### src/rtl/dd_pkg.sv
package dd_pkg;

  localparam int MAX_PROCS_DEF  = 16;
  localparam int MAX_RES_DEF    = 16;
  localparam int COUNT_BITS_DEF = 12;

  localparam int PROC_W = 4;
  localparam int RES_W  = 4;
  localparam int AMT_W  = 12;

  localparam int CFG_IDX_W  = 1;
  localparam int CFG_DATA_W = 5;

  localparam logic [CFG_IDX_W-1:0]  CFG_NUM_PROCS = 1'd0;
  localparam logic [CFG_IDX_W-1:0]  CFG_NUM_RES   = 1'd1;
  localparam logic [CFG_DATA_W-1:0] NUM_PROCS_RST = 5'd16;
  localparam logic [CFG_DATA_W-1:0] NUM_RES_RST   = 5'd16;

  localparam logic MAT_SEL_ALLOC = 1'b0;
  localparam logic MAT_SEL_REQ   = 1'b1;
  localparam logic VEC_SEL_AVAIL = 1'b0;
  localparam logic VEC_SEL_WORK  = 1'b1;

  typedef enum logic [1:0] {
    KIND_AVAIL = 2'd0,
    KIND_ALLOC = 2'd1,
    KIND_REQ   = 2'd2,
    KIND_RUN   = 2'd3
  } kind_t;

  typedef enum logic [2:0] {
    ST_IDLE,
    ST_COPY,
    ST_SCAN,
    ST_RELEASE,
    ST_EMIT
  } state_t;

  typedef struct packed {
    kind_t             kind;
    logic [PROC_W-1:0] proc;
    logic [RES_W-1:0]  res;
    logic [AMT_W-1:0]  amount;
  } item_t;

  typedef struct packed {
    logic [PROC_W-1:0] proc_out;
    logic              deadlocked;
    logic              any_deadlock;
    logic              last;
  } result_t;

endpackage

### src/rtl/dd_if.sv


interface dd_out_if;
  logic                      valid;
  logic                      ready;
  logic [dd_pkg::PROC_W-1:0] proc_out;
  logic                      deadlocked;
  logic                      any_deadlock;
  logic                      last;

  modport source (output valid, proc_out, deadlocked, any_deadlock, last, input ready);
  modport sink (input valid, proc_out, deadlocked, any_deadlock, last, output ready);
endinterface

### src/rtl/dd_outbuf.sv
module dd_outbuf (
  input  logic                 clk,
  input  logic                 rst_n,
  input  logic                 res_valid,
  output logic                 res_ready,
  input  dd_pkg::result_t      res,
  dd_out_if.source             out_chan
);

  logic            valid_r;
  logic            valid_nxt;
  dd_pkg::result_t data_r;

  assign res_ready = !valid_r || out_chan.ready;

  always_comb begin
    valid_nxt = valid_r;
    if (res_ready) begin
      valid_nxt = res_valid;
    end
  end

  always_ff @(posedge clk) begin
    if (!rst_n) begin
      valid_r <= 1'b0;
    end else begin
      valid_r <= valid_nxt;
    end
  end

  always_ff @(posedge clk) begin
    if (res_ready && res_valid) begin
      data_r <= res;
    end
  end

  assign out_chan.valid        = valid_r;
  assign out_chan.proc_out     = data_r.proc_out;
  assign out_chan.deadlocked   = data_r.deadlocked;
  assign out_chan.any_deadlock = data_r.any_deadlock;
  assign out_chan.last         = data_r.last;

endmodule

### src/flat_wrapper.sv
// flat-port wrapper written by rule: the top's interface ports become plain ports
module dd_outbuf_flat 
  (clk, rst_n, res_valid, res_ready, res, out_chan_valid, out_chan_proc_out, out_chan_deadlocked, out_chan_any_deadlock, out_chan_last, out_chan_ready);
  dd_out_if out_chan_i ();
  input  logic clk;
  input  logic rst_n;
  input  logic res_valid;
  output logic res_ready;
  input  dd_pkg::result_t res;
  output wire logic [$bits(out_chan_i.valid)-1:0] out_chan_valid;
  output wire logic [$bits(out_chan_i.proc_out)-1:0] out_chan_proc_out;
  output wire logic [$bits(out_chan_i.deadlocked)-1:0] out_chan_deadlocked;
  output wire logic [$bits(out_chan_i.any_deadlock)-1:0] out_chan_any_deadlock;
  output wire logic [$bits(out_chan_i.last)-1:0] out_chan_last;
  input wire logic [$bits(out_chan_i.ready)-1:0] out_chan_ready;
  assign out_chan_valid = out_chan_i.valid;
  assign out_chan_proc_out = out_chan_i.proc_out;
  assign out_chan_deadlocked = out_chan_i.deadlocked;
  assign out_chan_any_deadlock = out_chan_i.any_deadlock;
  assign out_chan_last = out_chan_i.last;
  assign out_chan_i.ready = out_chan_ready;
  dd_outbuf u_core (.clk(clk), .rst_n(rst_n), .res_valid(res_valid), .res_ready(res_ready), .res(res), .out_chan(out_chan_i));
endmodule
### config.mk
export PLATFORM = sky130hd
export DESIGN_NAME = dd_outbuf_flat
export DESIGN_NICKNAME = d
export VERILOG_FILES = /design/src/rtl/dd_pkg.sv /design/src/rtl/dd_if.sv /design/src/rtl/dd_outbuf.sv /design/src/flat_wrapper.sv
export SDC_FILE = /design/constraint.sdc
export NUM_CORES = 1
export LEC_CHECK = 0
export BUFFER_PORTS_ARGS = -buffer_cell sky130_fd_sc_hd__buf_2
export CORE_AREA = 2 2 39 41
export DETAILED_ROUTE_END_ITERATION = 8
export DIE_AREA = 0 0 41 43
export GPL_TIMING_DRIVEN = 0
export MAX_ROUTING_LAYER = met4
export PLACE_DENSITY_LB_ADDON = 0.1
export SKIP_CTS_REPAIR_TIMING = 1
export SKIP_LAST_GASP = 1
export SYNTH_ARGS = -nofsm -noshare
export SYNTH_HDL_FRONTEND = slang
export SYNTH_SLANG_ARGS = --single-unit
### constraint.sdc
create_clock -name clk -period 0.8 [get_ports clk]
set_input_delay 0.16 -clock clk [delete_from_list [all_inputs] [get_ports clk]]
set_output_delay 0.16 -clock clk [all_outputs]
set_load 0.02 [all_outputs]
==> out/metrics.cfg <==
[timing]
maxSlewViolCount=0
fin_ws_ns=-0.1496
holdWs_ns=0.08159
finalSetupViolations=16
max_freq_mhz=1053
tightest_slew_ns=0.1006
fin_skew_ns=0.008869
hold_violations=0
rsz0062_at_grt=true
min_period_over_period=1.187
period_needed_ns=0.9496
slew-limit-headroom=0.9329

[job]
max-cap-violations=0

[route]
drc_errors=0
vias=190
first_pass_iters=2
drt-total-wl_um=501
antenna_left=0
wire_per_inst_um=9.635
vias_per_cell=3.654
drt-initial-drc-count=1

[finish]
drive_above_1_share=0.7500
mostFrequentLayoutCell=buf_2
area_growth_pct=69.63
final_nets=48
register_area_um2=234.0
fill_cells=149
final_cell_mix=13 x buf_2, 7 x edfxtp_1, 5 x buf_6
diodes=0
multi_input_area_um2=33.78

[global_route]
grt_antenna_before_repair=0
grt_pass1_vias=199
grt-ovfl-total=0
track_usage=0.06778
grt_pass1_wl_um=696
grt_max_degree=8

[clocking]
clockBufferDepth=2
ctsRootBufferMaster=clkbuf_4
worstSkewPairLatency_ns=0.25
cts_buffers=3
cts_tree=done
cts.sinks=8
htree_levels=1
cts.clk_slew.worst_paths_ns=0.06

[floorplan]
rows=14
initial_core_util=0.1935
ios=20
die_w_um=41
core_mm2=0.001384
die_h_um=43
dieArea_mm2=0.001763

[synth]
syn-cell-area_um2=267.8
syn_avg_cell_area_um2=22.31
synthDistinctLibCells=6
ys_seq_area_frac=0.8598
netlist_instances=12
syn_nets=23
ys_ff_latch=8
yosys_warnings=0

[min_path]
holdPathEnd=u_core.out_chan.last
hold_path_class=input port to flop
worstHoldPathCells=1
hp-start=res[0]

[critical_path]
cp_max_fo=1
end_kind=primary output
cp_slowest_cell=edfxtp_1
cp.arrival_ns=0.79
reg2reg_depth=2
cp-start-kind=flop
worstReg2RegStart=u_core.out_chan.valid
r2r_slack_ns=-0.10
critPathRequiredTime_ns=0.64
worstSetupPathType=flop to primary output
path_buf_inv=1
timing.rr.end=u_core.out_chan.proc_out[2]
slowest_delay_ns=0.39
cp_top_family=flip-flops
crit_chain=buf_6

[power]
power-per-cell-area_mw_per_mm2=2067
switching_share=0.2139
pwr-share-comb=0.134
p_switching_uw=200.8
power_uw=938.9
internal_power_uw=738.0
vdd_ir_drop_max_uv=488.8
pwr-share-clk=0.341
power_frac_seq=0.525
leakage_nw=0.2030

[outcome]
violations=setup timing
status=finished with violations

[placed_design]
port_buffers=19
place.gp.congestion=0.5621

## power by group through the flow
stage | clock (mW) | sequential, mW | combinational (mW)
final | 0.320 | 0.493 | 0.126
after global routing | 0.364 | 0.494 | 0.137
after CTS | 0.338 | 0.490 | 0.107
after detailed placement | 0 | 0.499 | 0.107
after global placement | 0 | 0.497 | 0.105
after floorplan | 0 | 0.531 | 0.0243
## worst max path at each step
stage / startpoint / to / slack [ns] / depth (start not counted)
final: u_core.out_chan.any_deadlock / out_chan_any_deadlock / -0.15 / 1
after global routing: u_core.out_chan.valid / res_ready / -0.18 / 2
after CTS: u_core.out_chan.valid / res_ready / -0.19 / 2
after detailed placement: u_core.out_chan.valid / u_core.out_chan.proc_out[2] / -0.09 / 2
after global placement: u_core.out_chan.valid / u_core.out_chan.any_deadlock / -0.09 / 2
after floorplan: u_core.out_chan.valid / u_core.out_chan.any_deadlock / -0.15 / 2
## Yosys cell counts
master / number / share of area
a21boi_2: 1 / 0.042
and2_4: 1 / 0.033
dfxtp_1: 1 / 0.075
edfxtp_1: 7 / 0.79
inv_1: 1 / 0.014
nand2b_4: 1 / 0.051
## routing by layer
| metal | vias to the layer above | GRT usage | share of wire |
|---|---|---|---|
| li1 | 90 | - | - |
| met1 | 85 | 0.03691 | 0.33 |
| met2 | 13 | 0.1125 | 0.55 |
| met3 | 2 | 0.03141 | 0.10 |
| met4 | 0 | 0.08000 | 0.016 |
| met5 | - | - | 0 |
## cell families after synthesis
| group | count (synthesis) | share of synthesized area |
|---|---|---|
| AND/OR/NAND/NOR | 2 | 0.08411 |
| buffers and inverters | 1 | 0.01401 |
| AO/OA/AOI/OAI | 1 | 0.04205 |
| flip-flops | 8 | 0.8598 |
## cell type report
class                   count  share of cell area
clock buffers               4             0.05785
well taps                  16             0.04408
inverters                   1            0.008264
repair buffers             20              0.3003
flip-flops and latches      8              0.5152
multi-input cells           3             0.07438
## through the flow
step,area (um^2),instances,setup slack [ns],TNS [ns],utilization
floorplan,271.5,12,-0.1513,-1.059,-
global placement,386.6,47,-0.08703,-0.6085,0.2794
detailed placement,386.6,47,-0.09134,-0.6388,0.2794
CTS,412.9,51,-0.1943,-1.990,0.2984
global route,454.2,52,-0.1809,-2.280,0.3282
finish,454.2,52,-0.1496,-1.772,0.3282
## flip-flops by register name, indices dropped and copies added (netlist names)
register	cells
u_core.out_chan.valid	1
u_core.out_chan.last	1
u_core.out_chan.deadlocked	1
u_core.out_chan.any_deadlock	1
u_core.out_chan.proc_out	4
Power figures use the tool's default switching activity.
